**config.mk**
```make
export PLATFORM = sky130hd
export DESIGN_NAME = i2c_master_register_access
export DESIGN_NICKNAME = d
export VERILOG_FILES = /design/src/sv/i2cm_pkg.sv /design/src/sv/i2cm_front.sv /design/src/sv/i2cm_back.sv /design/src/sv/i2c_master_register_access.sv
export SDC_FILE = /design/constraint.sdc
export NUM_CORES = 1
export LEC_CHECK = 0
export BUFFER_PORTS_ARGS = -buffer_cell sky130_fd_sc_hd__clkbuf_2
export CAP_MARGIN = 20
export CORE_MARGIN = 2
export CORE_UTILIZATION = 30
export CTS_CLUSTER_DIAMETER = 40
export DETAILED_ROUTE_END_ITERATION = 7
export PLACE_DENSITY_LB_ADDON = 0.1
export SETUP_SLACK_MARGIN = 0.02
export SYNTH_ARGS = -nofsm -noshare
export SYNTH_HDL_FRONTEND = slang
export SYNTH_SLANG_ARGS = --single-unit
```
**constraint.sdc**
```tcl
create_clock -name clk -period 7.2 [get_ports clk]
set_input_delay 0.72 -clock clk [delete_from_list [all_inputs] [get_ports clk]]
set_output_delay 0.72 -clock clk [all_outputs]
set_load 0.005 [all_outputs]
```
**src/sv/i2cm_pkg.sv**
```systemverilog
// Shared types and constants for the I2C register access master.
`timescale 1ns / 1ps

package i2cm_pkg;

	localparam int MAX_READ_BYTES = 16;
	localparam logic [4:0] MAX_WRITE_BYTES = 5'd2;

	typedef struct packed {
		logic        kind;
		logic [7:0]  dev_addr;
		logic [7:0]  reg_addr;
		logic        is_read;
		logic [4:0]  byte_count;
		logic [15:0] write_data;
		logic        sda_sample;
	} item_t;

	typedef struct packed {
		logic       scl_level;
		logic       sda_release;
		logic       busy_res;
		logic       read_valid;
		logic [7:0] read_byte;
		logic       last_byte;
		logic       start_error;
		logic       nack_error;
		logic       done_res;
	} result_t;

	typedef struct packed {
		logic        is_req;
		logic [7:0]  dev_addr;
		logic [7:0]  reg_addr;
		logic        is_read;
		logic [4:0]  count;
		logic [15:0] write_data;
		logic        sda_sample;
	} cmd_t;

	typedef struct packed {
		logic valid;
		cmd_t cmd;
	} cmd_head_t;

	typedef enum logic [13:0] {
		PH_IDLE   = 14'b00000000000001,
		PH_START  = 14'b00000000000010,
		PH_ADDRW  = 14'b00000000000100,
		PH_ACK1   = 14'b00000000001000,
		PH_REG    = 14'b00000000010000,
		PH_ACK2   = 14'b00000000100000,
		PH_DATA   = 14'b00000001000000,
		PH_ACK3   = 14'b00000010000000,
		PH_RSTART = 14'b00000100000000,
		PH_ADDRR  = 14'b00001000000000,
		PH_ACK4   = 14'b00010000000000,
		PH_RECV   = 14'b00100000000000,
		PH_MACK   = 14'b01000000000000,
		PH_STOP   = 14'b10000000000000
	} phase_t;

endpackage

```
**src/sv/i2cm_front.sv**
```systemverilog
// Front end: classifies incoming items and holds them in a two-entry queue.
`timescale 1ns / 1ps

module i2cm_front import i2cm_pkg::*; (
	input  logic      clk,
	input  logic      arst_n,
	input  logic      item_valid,
	output logic      item_stall,
	input  item_t     item,
	output cmd_head_t head,
	input  logic      pop
);

	cmd_t       queue_q [2];
	logic       wr_ptr_q;
	logic       rd_ptr_q;
	logic [1:0] count_q;
	logic       push;
	cmd_t       cmd;
	logic [4:0] cnt;

	always_comb begin
		cnt = item.byte_count;
		if (item.is_read) begin
			if (cnt == 5'd0) begin
				cnt = 5'd1;
			end else if (cnt > 5'(MAX_READ_BYTES)) begin
				cnt = 5'(MAX_READ_BYTES);
			end
		end else if (cnt > MAX_WRITE_BYTES) begin
			cnt = MAX_WRITE_BYTES;
		end
		cmd.is_req     = item.kind;
		cmd.dev_addr   = item.dev_addr;
		cmd.reg_addr   = item.reg_addr;
		cmd.is_read    = item.is_read;
		cmd.count      = cnt;
		cmd.write_data = item.write_data;
		cmd.sda_sample = item.sda_sample;
	end

	assign item_stall = (count_q == 2'd2);
	assign push       = item_valid && !item_stall;
	assign head.valid = (count_q != 2'd0);
	assign head.cmd   = queue_q[rd_ptr_q];

	always_ff @(posedge clk) begin
		if (push) begin
			queue_q[wr_ptr_q] <= cmd;
		end
	end

	always_ff @(posedge clk or negedge arst_n) begin
		if (!arst_n) begin
			wr_ptr_q <= 1'b0;
			rd_ptr_q <= 1'b0;
			count_q  <= 2'd0;
		end else begin
			if (push) begin
				wr_ptr_q <= !wr_ptr_q;
			end
			if (pop) begin
				rd_ptr_q <= !rd_ptr_q;
			end
			if (push && !pop) begin
				count_q <= count_q + 2'd1;
			end else if (pop && !push) begin
				count_q <= count_q - 2'd1;
			end
		end
	end

endmodule

```
**src/sv/i2cm_back.sv**
```systemverilog
// Back end: bus sequencer that runs one step per queued item, with a result register.
`timescale 1ns / 1ps

module i2cm_back import i2cm_pkg::*; (
	input  logic      clk,
	input  logic      arst_n,
	input  cmd_head_t head,
	output logic      pop,
	output logic      result_valid,
	input  logic      result_stall,
	output result_t   result
);

	phase_t      ph_q, ph_n;
	logic [1:0]  step_q, step_n;
	logic [3:0]  bc_q, bc_n;
	logic [7:0]  sh_q, sh_n;
	logic [4:0]  bl_q, bl_n;
	logic [7:0]  dev_q, dev_n;
	logic [7:0]  rega_q, rega_n;
	logic        rd_q, rd_n;
	logic [15:0] data_q, data_n;
	logic        scl_q, scl_n;
	logic        sda_q, sda_n;
	logic [1:0]  err_q, err_n;
	logic        fin;
	logic        done;
	logic        rv;
	logic [7:0]  rb;
	logic        rl;
	logic        smp;
	result_t     res_q;
	logic        res_valid_q;

	assign pop = head.valid && (!res_valid_q || !result_stall);
	assign smp = head.cmd.sda_sample;

	always_comb begin
		ph_n   = ph_q;
		step_n = step_q;
		bc_n   = bc_q;
		sh_n   = sh_q;
		bl_n   = bl_q;
		dev_n  = dev_q;
		rega_n = rega_q;
		rd_n   = rd_q;
		data_n = data_q;
		scl_n  = scl_q;
		sda_n  = sda_q;
		err_n  = err_q;
		fin    = 1'b0;
		done   = 1'b0;
		rv     = 1'b0;
		rb     = 8'd0;
		rl     = 1'b0;
		if (head.cmd.is_req) begin
			if (ph_q == PH_IDLE) begin
				dev_n  = head.cmd.dev_addr;
				rega_n = head.cmd.reg_addr;
				rd_n   = head.cmd.is_read;
				data_n = head.cmd.write_data;
				bl_n   = head.cmd.count;
				err_n  = 2'b00;
				ph_n   = PH_START;
				step_n = 2'd0;
				bc_n   = 4'd0;
				sh_n   = 8'd0;
			end
		end else begin
			unique case (ph_q)
				PH_START, PH_RSTART: begin
					if (step_q == 2'd0) begin
						sda_n = 1'b1;
						scl_n = 1'b1;
						if (!smp) begin
							err_n[0] = 1'b1;
							fin = 1'b1;
						end else begin
							step_n = 2'd1;
						end
					end else if (step_q == 2'd1) begin
						sda_n = 1'b0;
						if (smp) begin
							err_n[0] = 1'b1;
							fin = 1'b1;
						end else begin
							step_n = 2'd2;
						end
					end else begin
						sda_n = 1'b0;
						fin = 1'b1;
					end
				end
				PH_ADDRW, PH_REG, PH_DATA, PH_ADDRR: begin
					if (bc_q[3]) begin
						scl_n = 1'b0;
						fin = 1'b1;
					end else if (step_q == 2'd0) begin
						scl_n = 1'b0;
						step_n = 2'd1;
					end else if (step_q == 2'd1) begin
						sda_n = sh_q[7];
						sh_n = {sh_q[6:0], 1'b0};
						step_n = 2'd2;
					end else begin
						scl_n = 1'b1;
						bc_n = bc_q + 4'd1;
						step_n = 2'd0;
					end
				end
				PH_ACK1, PH_ACK2, PH_ACK3, PH_ACK4: begin
					if (step_q == 2'd0) begin
						scl_n = 1'b0;
						step_n = 2'd1;
					end else if (step_q == 2'd1) begin
						sda_n = 1'b1;
						step_n = 2'd2;
					end else if (step_q == 2'd2) begin
						scl_n = 1'b1;
						if (smp) begin
							err_n[1] = 1'b1;
						end
						step_n = 2'd3;
					end else begin
						scl_n = 1'b0;
						fin = 1'b1;
					end
				end
				PH_RECV: begin
					if (step_q == 2'd0) begin
						sda_n = 1'b1;
						step_n = 2'd1;
					end else if (step_q == 2'd1) begin
						scl_n = 1'b0;
						step_n = 2'd2;
					end else if (step_q == 2'd2) begin
						scl_n = 1'b1;
						sh_n = {sh_q[6:0], smp};
						bc_n = bc_q + 4'd1;
						step_n = bc_n[3] ? 2'd3 : 2'd1;
					end else begin
						scl_n = 1'b0;
						rv = 1'b1;
						rb = sh_q;
						rl = (bl_q <= 5'd1);
						fin = 1'b1;
					end
				end
				PH_MACK: begin
					if (step_q == 2'd0) begin
						scl_n = 1'b0;
						step_n = 2'd1;
					end else if (step_q == 2'd1) begin
						sda_n = !(bl_q > 5'd1);
						step_n = 2'd2;
					end else if (step_q == 2'd2) begin
						scl_n = 1'b1;
						step_n = 2'd3;
					end else begin
						scl_n = 1'b0;
						fin = 1'b1;
					end
				end
				PH_STOP: begin
					if (step_q == 2'd0) begin
						scl_n = 1'b0;
						step_n = 2'd1;
					end else if (step_q == 2'd1) begin
						sda_n = 1'b0;
						step_n = 2'd2;
					end else if (step_q == 2'd2) begin
						scl_n = 1'b1;
						step_n = 2'd3;
					end else begin
						sda_n = 1'b1;
						done = 1'b1;
						ph_n = PH_IDLE;
						step_n = 2'd0;
						bc_n = 4'd0;
						sh_n = 8'd0;
					end
				end
				default: begin
				end
			endcase

			if (fin) begin
				step_n = 2'd0;
				bc_n   = 4'd0;
				sh_n   = 8'd0;
				unique case (ph_q)
					PH_START: begin
						ph_n = PH_ADDRW;
						sh_n = dev_q;
					end
					PH_ADDRW: ph_n = PH_ACK1;
					PH_ACK1: begin
						ph_n = PH_REG;
						sh_n = rega_q;
					end
					PH_REG:   ph_n = PH_ACK2;
					PH_ACK2, PH_ACK3: begin
						if (ph_q == PH_ACK2 && rd_q) begin
							ph_n = PH_RSTART;
						end else if (bl_q != 5'd0) begin
							sh_n = (bl_q == 5'd2) ? data_q[15:8] : data_q[7:0];
							bl_n = bl_q - 5'd1;
							ph_n = PH_DATA;
						end else begin
							ph_n = PH_STOP;
						end
					end
					PH_DATA:  ph_n = PH_ACK3;
					PH_RSTART: begin
						ph_n = PH_ADDRR;
						sh_n = dev_q + 8'd1;
					end
					PH_ADDRR: ph_n = PH_ACK4;
					PH_ACK4:  ph_n = PH_RECV;
					PH_RECV:  ph_n = PH_MACK;
					PH_MACK: begin
						if (bl_q > 5'd1) begin
							bl_n = bl_q - 5'd1;
							ph_n = PH_RECV;
						end else begin
							bl_n = 5'd0;
							ph_n = PH_STOP;
						end
					end
					default:  ph_n = PH_IDLE;
				endcase
			end
		end
	end

	always_ff @(posedge clk or negedge arst_n) begin
		if (!arst_n) begin
			ph_q        <= PH_IDLE;
			step_q      <= 2'd0;
			bc_q        <= 4'd0;
			sh_q        <= 8'd0;
			bl_q        <= 5'd0;
			dev_q       <= 8'd0;
			rega_q      <= 8'd0;
			rd_q        <= 1'b0;
			data_q      <= 16'd0;
			scl_q       <= 1'b1;
			sda_q       <= 1'b1;
			err_q       <= 2'b00;
			res_valid_q <= 1'b0;
		end else begin
			if (pop) begin
				ph_q        <= ph_n;
				step_q      <= step_n;
				bc_q        <= bc_n;
				sh_q        <= sh_n;
				bl_q        <= bl_n;
				dev_q       <= dev_n;
				rega_q      <= rega_n;
				rd_q        <= rd_n;
				data_q      <= data_n;
				scl_q       <= scl_n;
				sda_q       <= sda_n;
				err_q       <= err_n;
				res_valid_q <= 1'b1;
			end else if (!result_stall) begin
				res_valid_q <= 1'b0;
			end
		end
	end

	always_ff @(posedge clk) begin
		if (pop) begin
			res_q.scl_level   <= scl_n;
			res_q.sda_release <= sda_n;
			res_q.busy_res    <= (ph_n != PH_IDLE) || done;
			res_q.read_valid  <= rv;
			res_q.read_byte   <= rb;
			res_q.last_byte   <= rl;
			res_q.start_error <= err_n[0];
			res_q.nack_error  <= err_n[1];
			res_q.done_res    <= done;
		end
	end

	assign result_valid = res_valid_q;
	assign result       = res_q;

endmodule

```
**src/sv/i2c_master_register_access.sv**
```systemverilog
// Top level of the I2C register access master.
// The item channel carries requests and delay ticks: kind set starts a register
// transaction when the sequencer is idle (ignored otherwise), kind clear is one
// bus delay step that also carries the sampled SDA level.
// Every accepted item yields exactly one transaction on the result channel with
// the SCL and SDA drive levels for that step, the busy and done flags, the sticky
// start and acknowledge error flags, and any received read byte.
// Items enter a two-entry queue; the sequencer takes one item per cycle from it
// while the result side does not stall, and registers the result, so an accepted
// item passes through the queue and then the result register. Sustained rate is
// one item per cycle when nothing stalls, set by the single-step sequencer.
// When the result side stalls, the result register holds and the sequencer stops;
// the queue keeps taking items until both entries are full, then raises stall.
// Reset empties the queue and the result register, leaves the sequencer idle
// with both bus lines released high and the error flags clear.
`timescale 1ns / 1ps

module i2c_master_register_access import i2cm_pkg::*; (
	input  logic    clk,
	input  logic    arst_n,
	input  logic    item_valid,
	output logic    item_stall,
	input  item_t   item,
	output logic    result_valid,
	input  logic    result_stall,
	output result_t result
);

	cmd_head_t head;
	logic      pop;

	i2cm_front u_front (
		.clk        (clk),
		.arst_n     (arst_n),
		.item_valid (item_valid),
		.item_stall (item_stall),
		.item       (item),
		.head       (head),
		.pop        (pop)
	);

	i2cm_back u_back (
		.clk          (clk),
		.arst_n       (arst_n),
		.head         (head),
		.pop          (pop),
		.result_valid (result_valid),
		.result_stall (result_stall),
		.result       (result)
	);

endmodule

```
==> results of run 1 <==
[through the flow]
stage	setup WS (ns)	hold WS, ns	util (%)	total power, uW	instance area, um^2
4_1_cts	2.82	0.220	35.3	2950	9530
5_1_grt	2.53	0.241	35.4	3080	9570
3_3_place_gp	2.91	0.487	32.9	1970	8900
6_report	2.81	0.216	35.4	2910	9580
3_5_place_dp	2.83	0.491	32.9	1980	8900
2_1_floorplan	4.27	0.424	-	1740	8290
[path summary, 6_finish.rpt]
kind	depth (start not counted)	slack [ns]	to	start
max	7	2.81	u_back.bc_q[1]	u_back.ph_q[11]
min in group clk	1	0.46	u_front.queue_q[0][1]	item[1]
max in group asynchronous	2	5.97	u_front.rd_ptr_q	arst_n
max reg2reg	7	2.81	u_back.bc_q[1]	u_back.ph_q[11]
min	1	0.22	u_back.err_q[0]	arst_n
min reg2reg	2	0.50	u_back.result_valid	u_back.result_valid
[power groups by stage]
stage                     Combinational (uW)  Sequential, uW  Clock, uW
after floorplan                          430            1310          0
final                                    654            1300        954
after detailed placement                 654            1330          0
after global routing                     725            1320       1030
after CTS                                659            1310        981
after global placement                   647            1330          0
[registers in the layout, indices dropped and copies added, names as in the netlist, 2 cells and up]
signal	cells
u_front.count_q	2
u_back.bc_q	4
u_back.err_q	2
u_back.ph_q	14
u_back.data_q	16
u_back.sh_q	8
u_front.queue_q	80
u_back.result	16
u_back.step_q	2
u_back.rega_q	8
u_back.bl_q	5
u_back.dev_q	8
[placed cells by master, fill, tap and decap left out, types with 5 or more instances in the layout]
cell / count
nor4b_1: 5
dfrtp_1: 71
a21oi_1: 61
nor2_1: 72
inv_1: 27
nand4_1: 10
xor2_1: 7
clkbuf_16: 17
clkbuf_2: 60
mux2i_1: 49
clkinv_8: 7
nand3_1: 10
nor3_1: 20
buf_4: 7
nand2b_1: 5
ha_1: 13
nor2b_1: 5
nor4_1: 18
mux2_2: 14
o21ai_0: 31
xnor2_1: 8
or4_1: 6
edfxtp_1: 96
o22ai_1: 13
nand2_1: 39
[cell families (layout without fill, tap and decap cells)]
| group | Yosys count | in the layout | share of synthesized area, % |
|---|---|---|---|
| compound gates | 163 | 163 | 12.6 |
| buf+inv | 67 | 128 | 3.41 |
| simple gates | 227 | 227 | 14.8 |
| flops | 171 | 171 | 57.5 |
| fa+ha+maj | 13 | 13 | 1.96 |
| other cells | 0 | 1 | 0 |
| mux | 65 | 65 | 8.09 |
| xor+xnor | 15 | 15 | 1.58 |
[layout make-up]
class                      count  area [um^2]
tap                          341          427
multi-input combinational    483         3260
fill                        2661        17500
sequential                   171         4760
antenna                        1         2.50
clock inverter                15          206
timing repair buffer          69          392
inverter                      27          101
clock buffer                  17          425
[cell usage after synthesis (all sizes together), types with 5 or more instances]
| master | instances | area share, % |
|---|---|---|
| xnor2 | 8 | 0.85 |
| edfxtp | 96 | 35 |
| buf | 13 | 0.97 |
| ha | 13 | 2.0 |
| clkbuf | 27 | 1.2 |
| mux2i | 49 | 5.9 |
| dfrtp | 72 | 22 |
| mux2 | 16 | 2.2 |
| nor4b | 6 | 0.71 |
| or4 | 7 | 0.68 |
| nand4 | 10 | 0.75 |
| o22ai | 13 | 0.98 |
| nand2b | 5 | 0.38 |
| nand2 | 39 | 1.8 |
| xor2 | 7 | 0.74 |
| o211ai | 5 | 0.62 |
| nand3 | 11 | 0.72 |
| a21oi | 62 | 3.8 |
| nor2 | 73 | 3.3 |
| inv | 27 | 1.2 |
| nor2b | 5 | 0.38 |
| nor4 | 23 | 2.4 |
| o21ai | 34 | 2.1 |
| nor3 | 21 | 1.3 |
[per-layer routing]
layer | vias up | GRT usage (%)
met1 | 2895 | 21.2
met3 | 31 | 3.07
li1 | 2810 | -
met2 | 155 | 23.8
met4 | 0 | 5.54
met5 | - | 0
==> flow_summary.json, run 1 <==
{
  "ys.flop_type": "edfxtp_1",
  "postCtsHoldBufs": 0,
  "wl_met3_um": 946,
  "port_buffers": 61,
  "yosysWarnings": 0,
  "path_buf_inv": 0,
  "rows": 60,
  "routed.top_layer": "met4",
  "wirelength_um": 21500,
  "final_cells": 1124,
  "finalHoldViolations": 0,
  "cts_root_buf": "clkbuf_16",
  "fin_nets": 826,
  "layout-drive-gt1-share_pct": 17.8,
  "clock-sinks": 171,
  "clk_pin_slew_ns": 0.08,
  "postCtsResizedCells": 0,
  "vias": 5891,
  "synth_edf_count": 96,
  "grt_pass1_vias": 5821,
  "combPwrFrac_pct": 22.4,
  "timing.final.crit_share_pct": 61.0,
  "wl_met1_um": 10200,
  "end_kind": "flop",
  "setup_tns_ns": 0,
  "drc": 0,
  "wl_met2_um": 9860,
  "die-area_um2": 29000,
  "setup.worst_path.class": "reg2reg",
  "tightest_slew_ns": 1.01,
  "switching_power_uw": 961,
  "synthCells": 721,
  "first_iter_violations": 610,
  "syn_nets": 778,
  "status": "complete, no violations",
  "fmax_mhz": 228,
  "gp_congestion": 0.910,
  "antenna_found_initial": 1,
  "tritoncts": "built",
  "coreArea_um2": 27000,
  "maxCapViolCount": 0,
  "startpoint_type": "flop",
  "hpwl_um": 15200,
  "clk_latency_ns": 0.44,
  "hp-class": "in2async",
  "io_pins": 62,
  "rsz0062_at_grt": "no",
  "via_per_inst": 5.24,
  "worstPathRequired_ns": 7.52,
  "swShare_pct": 33.0,
  "synthArstFlopShare_pct": 43.9,
  "area_growth_pct": 15.5,
  "netlist_area_um2": 8290,
  "syn_avg_cell_area_um2": 11.5,
  "synth_seq_area_share_pct": 57.5,
  "relSlewSlack_pct": 32.2,
  "pwr-share-seq_pct": 44.8,
  "start_util_pct": 30.7,
  "wire_per_inst_um": 19.1,
  "cp_cell_sequence": "or4_1 > nor4_4 > a211oi_2 > o211ai_1 > nand2_1 > and2_4 > mux2_1",
  "peakVddDrop_uv": 152,
  "post-cts-setup-buffer-count": 0,
  "setup_viol_count_final": 0,
  "clkPwrFrac_pct": 32.8,
  "path_delay_family": "simple AND/OR/NAND/NOR gates",
  "fin_skew_ns": 0.0124,
  "critical_path.max_fanout": 13,
  "clk_path_buf_depth": 2,
  "yosysUniqueCellTypes": 75,
  "p_int_uw": 1950,
  "drt_pass1_iterations": 7,
  "grt_max_degree": 54,
  "crit_path_max_incr_delay_ns": 0.80,
  "crit_arrival_ns": 4.71,
  "die_w_um": 170,
  "critical-path-slowest-cell": "o211ai_1",
  "grt_use_total_pct": 15.3,
  "dp_cells": 1089,
  "cts_buffers": 17,
  "synth_seq_cells": 171,
  "ant_nets": 0,
  "power_density_nw_per_um2": 304,
  "final_max_slew_viol_count": 0,
  "fin_crit_ns": 4.39,
  "leakagePower_uw": 0.00389,
  "grt_pass1_wl_um": 33400,
  "grt-ovfl-total": 0,
  "die_h_um": 170,
  "htree_levels": 4
}
Power figures use the tool's default switching activity.
==> run 2: changes to the inputs <==
ABC_AREA = 1   (was unset)
clock period = 3.8 ns   (was 7.2 ns; I/O delays follow)
==> flow_summary.json, run 2 <==
{
  "yosys-top-cells-area": "edfxtp_1 (34%), dfrtp_1 (21%), nand2_1 (8.8%), o21ai_0 (4.5%), mux2i_1 (3.9%)",
  "rows": 61,
  "layout-drive-gt1-share_pct": 18.4,
  "yosysWarnings": 0,
  "antenna_found_initial": 0,
  "grt_use_total_pct": 14.8,
  "synth_edf_count": 96,
  "clk_path_buf_depth": 2,
  "status": "complete, no violations",
  "ys.flop_type": "edfxtp_1",
  "wire_per_inst_um": 15.7,
  "maxCapViolCount": 0,
  "setup_tns_ns": 0,
  "yosys.area.top_type": "edfxtp_1",
  "grt-ovfl-total": 0,
  "dpl_cell_area_um2": 9270,
  "final_max_slew_viol_count": 0,
  "die_w_um": 173,
  "grt_pass1_wl_um": 34800,
  "htree_levels": 4,
  "seq_area_um2": 4760,
  "vias": 6133,
  "fin_skew_ns": 0.0119,
  "hpwl_um": 15200,
  "wirelength_um": 21100,
  "synth_seq_cells": 171,
  "ant_nets": 0,
  "fin_area_um2": 9890,
  "die-area_um2": 29900,
  "synth_seq_area_share_pct": 55.7,
  "fin_crit_ns": 2.87,
  "grt_max_degree": 67,
  "fillCellCount": 2951,
  "start_util_pct": 30.6,
  "yosysUniqueCellTypes": 47,
  "power_uw": 6690,
  "synthMostInstantiatedCell": "nand2_1",
  "fmax_mhz": 349,
  "tightest_slew_ns": 0.962,
  "tritoncts": "built",
  "cts_root_buf": "clkbuf_16",
  "postCtsResizedCells": 0,
  "crit_arrival_ns": 3.05,
  "fin_nets": 1013,
  "clk_pin_slew_ns": 0.08,
  "peakVddDrop_uv": 317,
  "setup_viol_count_final": 0,
  "end_kind": "flop",
  "layout_commonest_cell": "nand2_1",
  "drt_pass1_iterations": 5,
  "netlist_top_cells_count": "nand2_1 (201), edfxtp_1 (96), inv_1 (78), o21ai_0 (77), nor2_1 (74)",
  "area_growth_pct": 15.7,
  "setup.worst_path.class": "reg2reg",
  "port_buffers": 61,
  "via_per_inst": 4.55,
  "die_h_um": 173,
  "synthArstFlopShare_pct": 43.9,
  "gp_congestion": 0.832,
  "synthCells": 890,
  "post-cts-setup-buffer-count": 0,
  "syn_nets": 947,
  "finish.utilization_pct": 35.4,
  "yosysTopAreaCellShare_pct": 33.7,
  "clock-sinks": 171,
  "netlist_area_um2": 8550,
  "clk_latency_ns": 0.43,
  "relSlewSlack_pct": 35.8,
  "io_pins": 62,
  "drc": 0,
  "cts_buffers": 17,
  "grt_pass1_vias": 6339,
  "finalHoldViolations": 0,
  "num_antenna_cells": 0,
  "first_iter_violations": 370,
  "coreArea_um2": 27900,
  "leakagePower_uw": 0.00419,
  "regMostFlops": "u_front.queue_q",
  "layout_common_cells": "nand2_1 (201), edfxtp_1 (96), inv_1 (78), o21ai_0 (77), nor2_1 (72)",
  "largest_register_ffs": 80,
  "startpoint_type": "flop",
  "power_density_nw_per_um2": 677,
  "multi_input_area_um2": 3320,
  "critical_path.max_fanout": 17,
  "syn_avg_cell_area_um2": 9.60,
  "hp-class": "in2async",
  "worstPathRequired_ns": 3.99,
  "dp_slack_ns": 0.984,
  "setup_ws_ns": 0.933,
  "rsz0062_at_grt": "no",
  "timing.final.crit_share_pct": 75.5,
  "postCtsHoldBufs": 0
}
[run 2: power by group]
part	switching (uW)	internal, uW
combinational	1520	692
clock	893	902
sequential	227	2460
[run 2: metal layers]
| metal | global-route usage, % | wire [um] | share of wire [%] |
|---|---|---|---|
| met1 | 19.9 | 10200 | 48 |
| met2 | 24.7 | 10000 | 47 |
| met3 | 2.40 | 691 | 3.3 |
| met4 | 3.74 | 231 | 1.1 |
| met5 | 0 | 0 | 0 |
[run 2: metrics by stage]
stage / hold slack, ns / std cells
after floorplan: 0.0844 / 890
final: 0.0403 / 1347
after global placement: 0.467 / 1315
after CTS: 0.0743 / 1347
after global routing: 0.0994 / 1347
after detailed placement: 0.474 / 1315
[run 2: logic make-up after synthesis]
| family | synth area share [%] |
|---|---|
| AOI/OAI and AO/OA | 10.3 |
| xor gates and xnor gates | 1.23 |
| adders and majority gates | 1.90 |
| buffers and inverters | 5.56 |
| DFF | 55.7 |
| muxes | 3.86 |
| and+or+nand+nor | 21.5 |
[run 2: path summary, 6_finish.rpt]
| kind | startpoint | endpoint | slack, ns | depth (start not counted) |
|---|---|---|---|---|
| min in group clk | item[34] | u_front.queue_q[1][34] | 0.13 | 1 |
| worst min register to register | u_back.data_q[12] | u_back.data_q[12] | 0.49 | 2 |
| worst min-delay path | arst_n | u_back.bl_q[3] | 0.04 | 1 |
| max in group asynchronous | arst_n | u_back.ph_q[0] | 2.91 | 2 |
| worst max-delay path | u_back.step_q[0] | u_back.result[13] | 0.93 | 16 |
| worst max register to register | u_back.step_q[0] | u_back.result[13] | 0.93 | 16 |
[run 2: layout make-up]
| class | instances | share of cell area (%) |
|---|---|---|
| sequential | 171 | 48.2 |
| multi-input combinational | 608 | 33.6 |
| tap | 378 | 4.78 |
| clock buffer | 17 | 4.30 |
| timing repair buffer | 69 | 3.72 |
| inverter | 89 | 3.43 |
| clock inverter | 15 | 1.97 |
[run 2: critical path, stage by stage, from the launching register on]
cell     delay (ns)
dfrtp_1        0.44
inv_1          0.20
ha_1           0.18
buf_4          0.20
nor2_1         0.09
inv_1          0.11
nand2_1        0.11
nand2_2        0.10
nand2_2        0.07
nor2_4         0.41
nor2_1         0.21
nand2_1        0.13
nand2_1        0.09
nor2_1         0.09
nand2_1        0.05
nor2_1         0.08
nand2_1        0.07
